## config.mk

```make
export PLATFORM = sky130hd
export DESIGN_NAME = midi_byte_stream_parser_unit
export DESIGN_NICKNAME = d
export VERILOG_FILES = /design/src/rtl/mbsp_pkg.sv /design/src/rtl/mbsp_ram.sv /design/src/rtl/midi_byte_stream_parser_unit.sv
export SDC_FILE = /design/constraint.sdc
export NUM_CORES = 1
export LEC_CHECK = 0
export ABC_AREA = 1
export CAP_MARGIN = 25
export CORE_ASPECT_RATIO = 1.1
export CORE_MARGIN = 3
export CORE_UTILIZATION = 44
export CTS_BUF_LIST = sky130_fd_sc_hd__clkbuf_4
export CTS_CLUSTER_SIZE = 10
export DETAILED_ROUTE_END_ITERATION = 6
export DONT_BUFFER_PORTS = 1
export GPL_TIMING_DRIVEN = 0
export HOLD_SLACK_MARGIN = 0.12
export SETUP_SLACK_MARGIN = 0.4
export SLEW_MARGIN = 20
export SYNTH_ARGS = -nofsm -noshare
export SYNTH_HDL_FRONTEND = slang
export SYNTH_HIERARCHICAL = 1
export SYNTH_SLANG_ARGS = --single-unit
```

## constraint.sdc

```tcl
create_clock -name clock -period 4.8 [get_ports clock]
set_input_delay 0.24 -clock clock [delete_from_list [all_inputs] [get_ports clock]]
set_output_delay 0.24 -clock clock [all_outputs]
set_load 0.01 [all_outputs]
```

## src/rtl/mbsp_pkg.sv

```systemverilog
// ----------------------------------------------------------------------------
// MIDI byte stream parser package
// Shared constants, result kind codes and the result record type.
// ----------------------------------------------------------------------------
package mbsp_pkg;

   // Default number of system exclusive bytes the buffer can hold.
   localparam int SYSEX_DEPTH_DEF = 32;

   // Width of the configuration register.
   localparam int LIMIT_W = 6;

   // Reset value of the system exclusive limit.
   localparam logic [LIMIT_W-1:0] LIMIT_RESET = 6'd32;

   // Result kind codes.
   localparam logic [4:0] KIND_ABORTED    = 5'd0;
   localparam logic [4:0] KIND_UNEXPECTED = 5'd1;
   localparam logic [4:0] KIND_OVERFLOW   = 5'd2;
   localparam logic [4:0] KIND_NOTE_OFF   = 5'd3;
   localparam logic [4:0] KIND_NOTE_ON    = 5'd4;
   localparam logic [4:0] KIND_POLY       = 5'd5;
   localparam logic [4:0] KIND_CC         = 5'd6;
   localparam logic [4:0] KIND_PROGRAM    = 5'd7;
   localparam logic [4:0] KIND_CHAN_PRESS = 5'd8;
   localparam logic [4:0] KIND_PITCH_BEND = 5'd9;
   localparam logic [4:0] KIND_CLOCK      = 5'd10;
   localparam logic [4:0] KIND_START      = 5'd11;
   localparam logic [4:0] KIND_CONTINUE   = 5'd12;
   localparam logic [4:0] KIND_STOP       = 5'd13;
   localparam logic [4:0] KIND_SENSING    = 5'd14;
   localparam logic [4:0] KIND_RESET      = 5'd15;
   localparam logic [4:0] KIND_SYSEX_BYTE = 5'd16;
   localparam logic [4:0] KIND_MTC        = 5'd17;
   localparam logic [4:0] KIND_SPP        = 5'd18;
   localparam logic [4:0] KIND_SONG       = 5'd19;
   localparam logic [4:0] KIND_TUNE       = 5'd20;

   // One result record, without the last mark.
   typedef struct packed {
      logic [4:0]  kind;
      logic [3:0]  channel;
      logic [6:0]  first_value;
      logic [6:0]  second_value;
      logic [13:0] wide_value;
      logic [7:0]  sysex_byte;
   } result_type;

   // Realtime byte low bits to result kind; undefined codes report no result.
   function automatic logic [4:0] rt_kind(input logic [2:0] code);
      logic [4:0] k;
      begin
         unique case (code)
            3'd0:    k = KIND_CLOCK;
            3'd2:    k = KIND_START;
            3'd3:    k = KIND_CONTINUE;
            3'd4:    k = KIND_STOP;
            3'd6:    k = KIND_SENSING;
            3'd7:    k = KIND_RESET;
            default: k = KIND_ABORTED;
         endcase
         return k;
      end
   endfunction

endpackage

```

## src/rtl/mbsp_ram.sv

```systemverilog
// ----------------------------------------------------------------------------
// Generic single-port-write RAM
// One write port and one read port with registered read data.
// ----------------------------------------------------------------------------
module mbsp_ram #(
   parameter int WIDTH = 8,
   parameter int DEPTH = 32
) (
   input  logic                     clock,
   input  logic                     wr_en,
   input  logic [$clog2(DEPTH)-1:0] wr_addr,
   input  logic [WIDTH-1:0]         wr_data,
   input  logic                     rd_en,
   input  logic [$clog2(DEPTH)-1:0] rd_addr,
   output logic [WIDTH-1:0]         rd_data
);

   logic [WIDTH-1:0] mem_ff [DEPTH];
   logic [WIDTH-1:0] rd_data_ff;

   // Storage array write.
   always_ff @(posedge clock) begin
      if (wr_en) begin
         mem_ff[wr_addr] <= wr_data;
      end
   end

   // Registered read.
   always_ff @(posedge clock) begin
      if (rd_en) begin
         rd_data_ff <= mem_ff[rd_addr];
      end
   end

   assign rd_data = rd_data_ff;

endmodule

```

## src/rtl/midi_byte_stream_parser_unit.sv

```systemverilog
// ----------------------------------------------------------------------------
// MIDI byte stream parser
// Decodes a MIDI byte stream into channel, system and realtime messages.
// ----------------------------------------------------------------------------
// Usage: one MIDI byte enters per req_ transaction and produces zero or more
// rsp_ transactions; rsp_last marks the final result caused by that byte.
// Channel messages follow running status. Realtime bytes report at once and
// leave the parse alone. System exclusive bytes are collected in an on-chip
// RAM and played back, one rsp_ transaction per byte, when F7 ends the
// message (or an F0 ends a stale one).
// Timing: a byte is taken into the decode register, then a small sequencer
// works on it; req_stall is high until the byte is fully handled. A byte
// that makes at most one result is handled in S_DECODE, and one on the system
// exclusive path passes through S_TAKE as well. A dump reads each buffered
// byte from the registered RAM in S_DUMP_RD and reports it in S_DUMP_EMIT.
// Results wait in an output register; while rsp_stall is high the sequencer
// holds its next result, and req_stall stays high.
// Reset clears the parse state, the buffer count and the overflow flag, and
// sets the system exclusive limit to 32. The csr_ register may be written
// whenever the block is idle.
module midi_byte_stream_parser_unit #(
   parameter int SYSEX_DEPTH = mbsp_pkg::SYSEX_DEPTH_DEF
) (
   input  logic        clock,
   input  logic        reset,
   // Input byte channel
   input  logic        req_valid,
   output logic        req_stall,
   input  logic [7:0]  req_data_byte,
   // Result channel
   output logic        rsp_valid,
   input  logic        rsp_stall,
   output logic [4:0]  rsp_kind,
   output logic [3:0]  rsp_channel,
   output logic [6:0]  rsp_first_value,
   output logic [6:0]  rsp_second_value,
   output logic [13:0] rsp_wide_value,
   output logic [7:0]  rsp_sysex_byte,
   output logic        rsp_last,
   // Configuration
   input  logic        csr_wr_en,
   input  logic [5:0]  csr_wr_data
);
   import mbsp_pkg::*;

   localparam int AW = $clog2(SYSEX_DEPTH);
   localparam int CW = $clog2(SYSEX_DEPTH + 1);
   localparam int LW = (CW > LIMIT_W) ? CW : LIMIT_W;

   // Byte values with a special meaning.
   localparam logic [7:0] BYTE_SOX = 8'hF0;
   localparam logic [7:0] BYTE_EOX = 8'hF7;

   // Sequencer states.
   localparam logic [2:0] S_IDLE      = 3'd0;
   localparam logic [2:0] S_DECODE    = 3'd1;
   localparam logic [2:0] S_TAKE      = 3'd2;
   localparam logic [2:0] S_DUMP_RD   = 3'd3;
   localparam logic [2:0] S_DUMP_EMIT = 3'd4;

   // Parse phases.
   localparam logic [4:0] PH_WAIT  = 5'd0;
   localparam logic [4:0] PH_UNEXP = 5'd1;
   localparam logic [4:0] PH_OFF1  = 5'd2;
   localparam logic [4:0] PH_OFF2  = 5'd3;
   localparam logic [4:0] PH_ON1   = 5'd4;
   localparam logic [4:0] PH_ON2   = 5'd5;
   localparam logic [4:0] PH_POLY1 = 5'd6;
   localparam logic [4:0] PH_POLY2 = 5'd7;
   localparam logic [4:0] PH_CC1   = 5'd8;
   localparam logic [4:0] PH_CC2   = 5'd9;
   localparam logic [4:0] PH_PROG  = 5'd10;
   localparam logic [4:0] PH_CHP   = 5'd11;
   localparam logic [4:0] PH_PB1   = 5'd12;
   localparam logic [4:0] PH_PB2   = 5'd13;
   localparam logic [4:0] PH_SYSEX = 5'd14;
   localparam logic [4:0] PH_MTC   = 5'd15;
   localparam logic [4:0] PH_SPP1  = 5'd16;
   localparam logic [4:0] PH_SPP2  = 5'd17;
   localparam logic [4:0] PH_SONG  = 5'd18;

   // Registers and next values.
   logic [2:0]         state_ff, state_in;
   logic [4:0]         phase_ff, phase_in;
   logic [3:0]         held_channel_ff, held_channel_in;
   logic [6:0]         held_data_ff, held_data_in;
   logic [CW-1:0]      count_ff, count_in;
   logic               ovf_ff, ovf_in;
   logic               pend_sox_ff, pend_sox_in;
   logic [7:0]         take_byte_ff, take_byte_in;
   logic [AW-1:0]      idx_ff, idx_in;
   logic [7:0]         byte_ff;
   logic [LIMIT_W-1:0] limit_ff;
   logic               rsp_valid_ff, rsp_valid_in;
   result_type         rsp_res_ff, rsp_res_in;
   logic               rsp_last_ff, rsp_last_in;

   // Internal signals.
   logic          in_take;
   logic          out_free;
   logic [LW-1:0] lim_eff;
   logic          full;
   logic          tail_ovf;
   logic          dump_last;
   logic          ram_wr_en;
   logic          ram_rd_en;
   logic [7:0]    ram_rd_data;

   assign in_take  = req_valid && !req_stall;
   assign req_stall = (state_ff != S_IDLE);
   assign out_free = !rsp_valid_ff || !rsp_stall;

   // Limit clipped to the buffer depth, and the buffer-full compare.
   always_comb begin
      if (LW'(limit_ff) > LW'(SYSEX_DEPTH)) begin
         lim_eff = LW'(SYSEX_DEPTH);
      end else begin
         lim_eff = LW'(limit_ff);
      end
   end
   assign full = LW'(count_ff) >= lim_eff;

   // A pending F0 after a stale flush overflows at once when the limit is zero.
   assign tail_ovf  = pend_sox_ff && (lim_eff == LW'(0));
   assign dump_last = (CW'(idx_ff) + CW'(1)) == count_ff;

   // Main sequencer.
   always_comb begin
      result_type res;
      logic       chan_status;
      res = '0;
      chan_status = 1'b0;

      state_in        = state_ff;
      phase_in        = phase_ff;
      held_channel_in = held_channel_ff;
      held_data_in    = held_data_ff;
      count_in        = count_ff;
      ovf_in          = ovf_ff;
      pend_sox_in     = pend_sox_ff;
      take_byte_in    = take_byte_ff;
      idx_in          = idx_ff;
      rsp_res_in      = rsp_res_ff;
      rsp_last_in     = rsp_last_ff;
      rsp_valid_in    = rsp_valid_ff && rsp_stall;
      ram_wr_en       = 1'b0;
      ram_rd_en       = 1'b0;

      unique case (state_ff)
         S_IDLE: begin
            if (in_take) begin
               state_in = S_DECODE;
            end
         end

         S_DECODE: begin
            if (byte_ff[7:3] == 5'b11111) begin
               // Realtime: report only, parse state untouched.
               res.kind = rt_kind(byte_ff[2:0]);
               if (res.kind != KIND_ABORTED) begin
                  if (out_free) begin
                     rsp_res_in   = res;
                     rsp_last_in  = 1'b1;
                     rsp_valid_in = 1'b1;
                     state_in     = S_IDLE;
                  end
               end else begin
                  state_in = S_IDLE;
               end
            end else if (byte_ff[7:4] == 4'hF) begin
               // System common.
               unique case (byte_ff[3:0])
                  4'h0: begin
                     if (count_ff != '0) begin
                        take_byte_in = BYTE_EOX;
                        pend_sox_in  = 1'b1;
                     end else begin
                        take_byte_in = BYTE_SOX;
                        ovf_in       = 1'b0;
                        phase_in     = PH_SYSEX;
                     end
                     state_in = S_TAKE;
                  end
                  4'h7: begin
                     take_byte_in = BYTE_EOX;
                     state_in     = S_TAKE;
                  end
                  4'h1: begin
                     phase_in = PH_MTC;
                     state_in = S_IDLE;
                  end
                  4'h2: begin
                     phase_in = PH_SPP1;
                     state_in = S_IDLE;
                  end
                  4'h3: begin
                     phase_in = PH_SONG;
                     state_in = S_IDLE;
                  end
                  4'h6: begin
                     if (out_free) begin
                        res.kind     = KIND_TUNE;
                        rsp_res_in   = res;
                        rsp_last_in  = 1'b1;
                        rsp_valid_in = 1'b1;
                        phase_in     = PH_UNEXP;
                        state_in     = S_IDLE;
                     end
                  end
                  default: begin
                     state_in = S_IDLE;
                  end
               endcase
            end else if (byte_ff[7]) begin
               // Channel status: set up running status.
               held_channel_in = byte_ff[3:0];
               unique case (byte_ff[6:4])
                  3'd0:    phase_in = PH_OFF1;
                  3'd1:    phase_in = PH_ON1;
                  3'd2:    phase_in = PH_POLY1;
                  3'd3:    phase_in = PH_CC1;
                  3'd4:    phase_in = PH_PROG;
                  3'd5:    phase_in = PH_CHP;
                  default: phase_in = PH_PB1;
               endcase
               state_in = S_IDLE;
            end else if (phase_ff == PH_SYSEX) begin
               take_byte_in = byte_ff;
               state_in     = S_TAKE;
            end else begin
               // Data byte in a message phase.
               res.channel = held_channel_ff;
               case (phase_ff) inside
                  PH_OFF1, PH_ON1, PH_POLY1, PH_CC1, PH_PB1, PH_SPP1: begin
                     held_data_in = byte_ff[6:0];
                     phase_in     = phase_ff + 5'd1;
                     state_in     = S_IDLE;
                  end
                  PH_OFF2, PH_ON2, PH_POLY2, PH_CC2: begin
                     chan_status      = 1'b1;
                     res.first_value  = held_data_ff;
                     res.second_value = byte_ff[6:0];
                     case (phase_ff)
                        PH_OFF2: res.kind = KIND_NOTE_OFF;
                        PH_ON2:  res.kind = KIND_NOTE_ON;
                        PH_POLY2: res.kind = KIND_POLY;
                        default: res.kind = KIND_CC;
                     endcase
                  end
                  PH_PROG, PH_CHP: begin
                     chan_status     = 1'b1;
                     res.first_value = byte_ff[6:0];
                     res.kind = (phase_ff == PH_PROG) ? KIND_PROGRAM : KIND_CHAN_PRESS;
                  end
                  PH_PB2: begin
                     chan_status    = 1'b1;
                     res.kind       = KIND_PITCH_BEND;
                     res.wide_value = {byte_ff[6:0], held_data_ff};
                  end
                  PH_MTC: begin
                     res.kind         = KIND_MTC;
                     res.first_value  = {3'd0, byte_ff[3:0]};
                     res.second_value = {4'd0, byte_ff[6:4]};
                  end
                  PH_SPP2: begin
                     res.kind       = KIND_SPP;
                     res.wide_value = {byte_ff[6:0], held_data_ff};
                  end
                  PH_SONG: begin
                     res.kind        = KIND_SONG;
                     res.first_value = byte_ff[6:0];
                  end
                  PH_WAIT: res.kind = KIND_ABORTED;
                  default: res.kind = KIND_UNEXPECTED;
               endcase
               if (!chan_status) begin
                  res.channel = 4'd0;
               end
               // Everything but the first data byte of a two-data-byte message reports.
               if (state_in == S_DECODE && out_free) begin
                  rsp_res_in   = res;
                  rsp_last_in  = 1'b1;
                  rsp_valid_in = 1'b1;
                  state_in     = S_IDLE;
                  case (phase_ff) inside
                     PH_OFF2, PH_ON2, PH_POLY2, PH_CC2, PH_PB2: begin
                        phase_in = phase_ff - 5'd1;
                     end
                     PH_MTC, PH_SPP2, PH_SONG: begin
                        phase_in = PH_UNEXP;
                     end
                     default: begin
                        phase_in = phase_ff;
                     end
                  endcase
               end
            end
         end

         S_TAKE: begin
            // One byte into the buffer, or, when full, one overflow report per message.
            if (!(full && !ovf_ff) || out_free) begin
               if (full) begin
                  if (!ovf_ff) begin
                     res.kind     = KIND_OVERFLOW;
                     rsp_res_in   = res;
                     rsp_last_in  = !tail_ovf;
                     rsp_valid_in = 1'b1;
                  end
                  ovf_in = 1'b1;
               end else begin
                  ram_wr_en = 1'b1;
                  count_in  = count_ff + CW'(1);
               end
               state_in = S_IDLE;
               if (take_byte_ff == BYTE_EOX) begin
                  phase_in = PH_UNEXP;
                  if (!(ovf_ff || full)) begin
                     idx_in   = '0;
                     state_in = S_DUMP_RD;
                  end else begin
                     count_in = '0;
                  end
               end
               // Start the new message after a stale flush.
               if (state_in == S_IDLE && pend_sox_ff) begin
                  pend_sox_in  = 1'b0;
                  ovf_in       = 1'b0;
                  count_in     = '0;
                  phase_in     = PH_SYSEX;
                  take_byte_in = BYTE_SOX;
                  state_in     = S_TAKE;
               end
            end
         end

         S_DUMP_RD: begin
            ram_rd_en = 1'b1;
            state_in  = S_DUMP_EMIT;
         end

         S_DUMP_EMIT: begin
            if (out_free) begin
               res.kind       = KIND_SYSEX_BYTE;
               res.sysex_byte = ram_rd_data;
               rsp_res_in     = res;
               rsp_last_in    = dump_last && !tail_ovf;
               rsp_valid_in   = 1'b1;
               if (dump_last) begin
                  count_in = '0;
                  state_in = S_IDLE;
                  if (pend_sox_ff) begin
                     pend_sox_in  = 1'b0;
                     ovf_in       = 1'b0;
                     phase_in     = PH_SYSEX;
                     take_byte_in = BYTE_SOX;
                     state_in     = S_TAKE;
                  end
               end else begin
                  idx_in   = idx_ff + AW'(1);
                  state_in = S_DUMP_RD;
               end
            end
         end

         default: begin
            state_in = S_IDLE;
         end
      endcase
   end

   // Control registers.
   always_ff @(posedge clock) begin
      if (reset) begin
         state_ff        <= S_IDLE;
         phase_ff        <= PH_WAIT;
         held_channel_ff <= '0;
         held_data_ff    <= '0;
         count_ff        <= '0;
         ovf_ff          <= 1'b0;
         pend_sox_ff     <= 1'b0;
         limit_ff        <= LIMIT_RESET;
         rsp_valid_ff    <= 1'b0;
      end else begin
         state_ff        <= state_in;
         phase_ff        <= phase_in;
         held_channel_ff <= held_channel_in;
         held_data_ff    <= held_data_in;
         count_ff        <= count_in;
         ovf_ff          <= ovf_in;
         pend_sox_ff     <= pend_sox_in;
         rsp_valid_ff    <= rsp_valid_in;
         if (csr_wr_en) begin
            limit_ff <= csr_wr_data;
         end
      end
   end

   // Payload registers.
   always_ff @(posedge clock) begin
      if (in_take) begin
         byte_ff <= req_data_byte;
      end
      take_byte_ff <= take_byte_in;
      idx_ff       <= idx_in;
      rsp_res_ff   <= rsp_res_in;
      rsp_last_ff  <= rsp_last_in;
   end

   // System exclusive buffer.
   mbsp_ram #(
      .WIDTH (8),
      .DEPTH (SYSEX_DEPTH)
   ) u_sysex_ram (
      .clock   (clock),
      .wr_en   (ram_wr_en),
      .wr_addr (count_ff[AW-1:0]),
      .wr_data (take_byte_ff),
      .rd_en   (ram_rd_en),
      .rd_addr (idx_ff),
      .rd_data (ram_rd_data)
   );

   // Result ports.
   assign rsp_valid        = rsp_valid_ff;
   assign rsp_kind         = rsp_res_ff.kind;
   assign rsp_channel      = rsp_res_ff.channel;
   assign rsp_first_value  = rsp_res_ff.first_value;
   assign rsp_second_value = rsp_res_ff.second_value;
   assign rsp_wide_value   = rsp_res_ff.wide_value;
   assign rsp_sysex_byte   = rsp_res_ff.sysex_byte;
   assign rsp_last         = rsp_last_ff;

endmodule

```

==> out/metrics.cfg <==
[timing]
max_freq_ghz = 0.2659
worst_hold_slack_ps = 205.7
rsz0062_at_grt = no
hold_viol = 0
finalClockSkew_ps = 39.50
finalSetupViolCount = 0
slew_headroom = 0.3401
tightest_slew_ps = 986.3
fin_crit_ps = 3761
tns_ps = 0
fin_crit_sh = 0.7835
drv_slew = 0

[min_path]
hold_start = csr_wr_en
min_to = limit_ff[4]
hp-class = input port to register
hold_depth = 3

[place]
dp.cells = 2134
portBuffers = 0
gp_congestion = 0.9222
dp_hpwl_um = 31440

[worst_setup_path]
r2r-end = u_sysex_ram/mem_ff[3][7]
cp_max_fo = 10
crit_type = register to register
r2r-start = limit_ff[1]
worstPathRequired_ps = 5140
rr_worst_depth = 13
r2r_setup_slack_ps = 1040
start_kind = register
cp.arrival_ps = 4100
endpoint_kind = register

[run_status]
status = completed

[floorplan]
fp-row-count = 73
ios = 67
die_w_um = 190.9
core_area_sq_mm = 0.03663
start_util = 0.4516
fp.dieH_um = 209.3
die_area_sq_mm = 0.03996

[clocking]
cts_setup_buffers = 0
insertion_delay_ps = 750
clk_pin_slew_ps = 60
cts_resized = 0
cts.sinks = 365
clock_path_buffers = 3
cts_max_level = 3
cts_root_buf = clkbuf_4
cts_tree = done
cts_buffers = 93

[final_layout]
fin_nets = 1812
multiInputGateArea_sq_mm = 0.005035
drive_above_1_share = 0.1417
final_cells = 2344
regArea_sq_mm = 0.01062
fillers = 3274
areaGrowthSynthToFinish_pct = 15.27

[drt]
drtAntennaViolNets = 0
vias = 12450
viasPerCell = 5.311
dr.pass1.iters = 6
drtIter0Drc = 1068
drc = 0
wl_per_cell_um = 18.89
wl_um = 44290

[logic_synthesis]
ys.warnings.count = 6
synthTopCellsByArea = edfxtp_1 60%, nand2_1 12%, nand3_1 7.4%, dfxtp_1 4.1%, nor2_1 3.2%
netlist_area_sq_mm = 0.01654
async_flop_share = 0
ys_types = 48
ys.flop_type = edfxtp_1
synth_top_area_share = 0.6010
synth_cells = 1631
syn_area_per_cell_sq_um = 10.14
syn_nets = 1665
yosysSeqAreaShare = 0.6421
ys_ff_latch = 365
synth.largest_area_cell = edfxtp_1
synth-edff-count = 331

[global_routing]
grt_pass1_vias = 11980
grt_max_degree = 36
antenna_found_initial = 1
grt.total_usage = 0.2233
grt_pass1_wl_um = 68340
overflow = 0

[pwr]
max-vdd-ir-drop_mv = 0.2191
power_density_mw_per_mm2 = 361.9
p_leak_nw = 7.471

[job]
maxCapViolations = 0

[cell usage after synthesis (2+ instances only)]
cell type	instances
a21oi_1	38
a22oi_1	4
a31oi_1	5
a32oi_1	3
buf_1	3
buf_2	25
buf_4	4
buf_6	25
clkbuf_1	11
dfxtp_1	34
edfxtp_1	331
ha_1	15
inv_1	90
inv_2	9
inv_4	2
nand2_1	510
nand2_2	4
nand3_1	245
nand3_2	2
nand4_1	8
nor2_1	141
nor2_2	7
nor2_4	4
nor3_1	20
nor3_4	2
nor3b_1	7
nor4_1	3
o211ai_1	4
o21ai_0	50
o21ai_1	3
o22ai_1	2
xor2_1	4
[logic make-up (layout without fill, tap and decap cells)]
kind of cell	after synthesis	count (layout)	synth area share
buffers and inverters	171	396	0.05416
and+or+nand+nor	959	959	0.2506
AOI/OAI and AO/OA	117	117	0.03964
DFF	365	365	0.6421
xor gates and xnor gates	4	4	0.002118
adders and majority gates	15	15	0.01135
other	0	1	0
[stage by stage]
stage          instance area [sq um]    util  power, mW  setup WS [ps]
2_1_floorplan                  16540       -      3.963           1469
3_3_place_gp                   17150  0.4682      4.115          606.2
3_5_place_dp                   17420  0.4756      4.159           1075
4_1_cts                        19060  0.5203      6.974           1043
5_1_grt                        19060  0.5205      7.217          760.1
6_report                       19060  0.5205      6.900           1039
[cell type report]
class                           count  area share
Timing Repair Buffer               52     0.03275
Clock buffer                      143     0.05631
Buffer                             69     0.02592
Tap cell                          487     0.03196
Sequential cell                   365      0.5571
Clock inverter                     30     0.01070
Multi-Input combinational cell   1095      0.2641
Inverter                          102     0.02107
Antenna cell                        1   0.0001313
[metal layers]
metal / routed length (um) / share of wire / up-vias / GRT usage
met4: 1146 / 0.026 / 0 / 0.08251
li1: - / - / 5954 / -
met5: 0 / 0 / - / 0
met3: 2946 / 0.067 / 83 / 0.04076
met1: 18420 / 0.42 / 5937 / 0.2933
met2: 21770 / 0.49 / 475 / 0.3713
[cells in the final DEF, fill, tap and decap left out, types with 9 or more instances in the layout]
cell type and n:
clkinv_1 22, nand3_1 245, o21ai_0 50, clkbuf_4 143, inv_2 9, nor3_1 18
ha_1 15, nor2_1 141, a21oi_1 38, edfxtp_1 331, buf_6 28, dlygate4sd3_1 36
dfxtp_1 34, buf_2 25, nand2_1 510, inv_1 90, clkbuf_1 11
[worst max-delay path: stages (launching register included)]
cell     delay [ps]
dfxtp_1         320
nor3_1          170
nand2_1          90
nand2_1         100
nand2_1          60
ha_1            280
nand2_1          60
nand2_1          40
a21oi_1         180
nand2_1         100
buf_2           190
nor2_1          370
nand3_1         480
nor2_1          890
[sequential cells by signal, indices dropped and copies added (netlist names)]
register	cells
rsp_kind	5
pend_sox_ff	1
rsp_channel	4
rsp_sysex_byte	8
state_ff	3
byte_ff	8
u_sysex_ram/rd_data	8
idx_ff	5
count_ff	6
rsp_first_value	7
rsp_valid	1
rsp_wide_value	14
rsp_last	1
take_byte_ff	8
held_data_ff	7
u_sysex_ram/mem_ff	256
phase_ff	5
held_channel_ff	4
ovf_ff	1
limit_ff	6
rsp_second_value	7
[where the power goes]
part | switching, mW | internal, mW | leakage, nW
sequential | 0.0815 | 3.56 | 3.27
clock | 1.26 | 1.52 | 0.751
combinational | 0.322 | 0.153 | 3.45
[how the worst max path moves through the flow]
stage                     cells past startpoint   startpoint  slack (ps)                       end
after floorplan                              15  limit_ff[0]        1470            rsp_channel[0]
after global placement                       15  limit_ff[0]         610         rsp_sysex_byte[6]
after detailed placement                     13  limit_ff[0]        1080  u_sysex_ram/mem_ff[2][2]
after CTS                                    13  limit_ff[1]        1040  u_sysex_ram/mem_ff[2][0]
after global routing                         13  limit_ff[1]         760  u_sysex_ram/mem_ff[2][3]
final                                        13  limit_ff[1]        1040  u_sysex_ram/mem_ff[3][7]
[timing repair]
action                                 CTS  global route
setup endpoints to repair                0             0
endpoints found under the hold margin   31             0
hold buffers                            36             0
No activity file was read; power rests on OpenSTA's default activity.
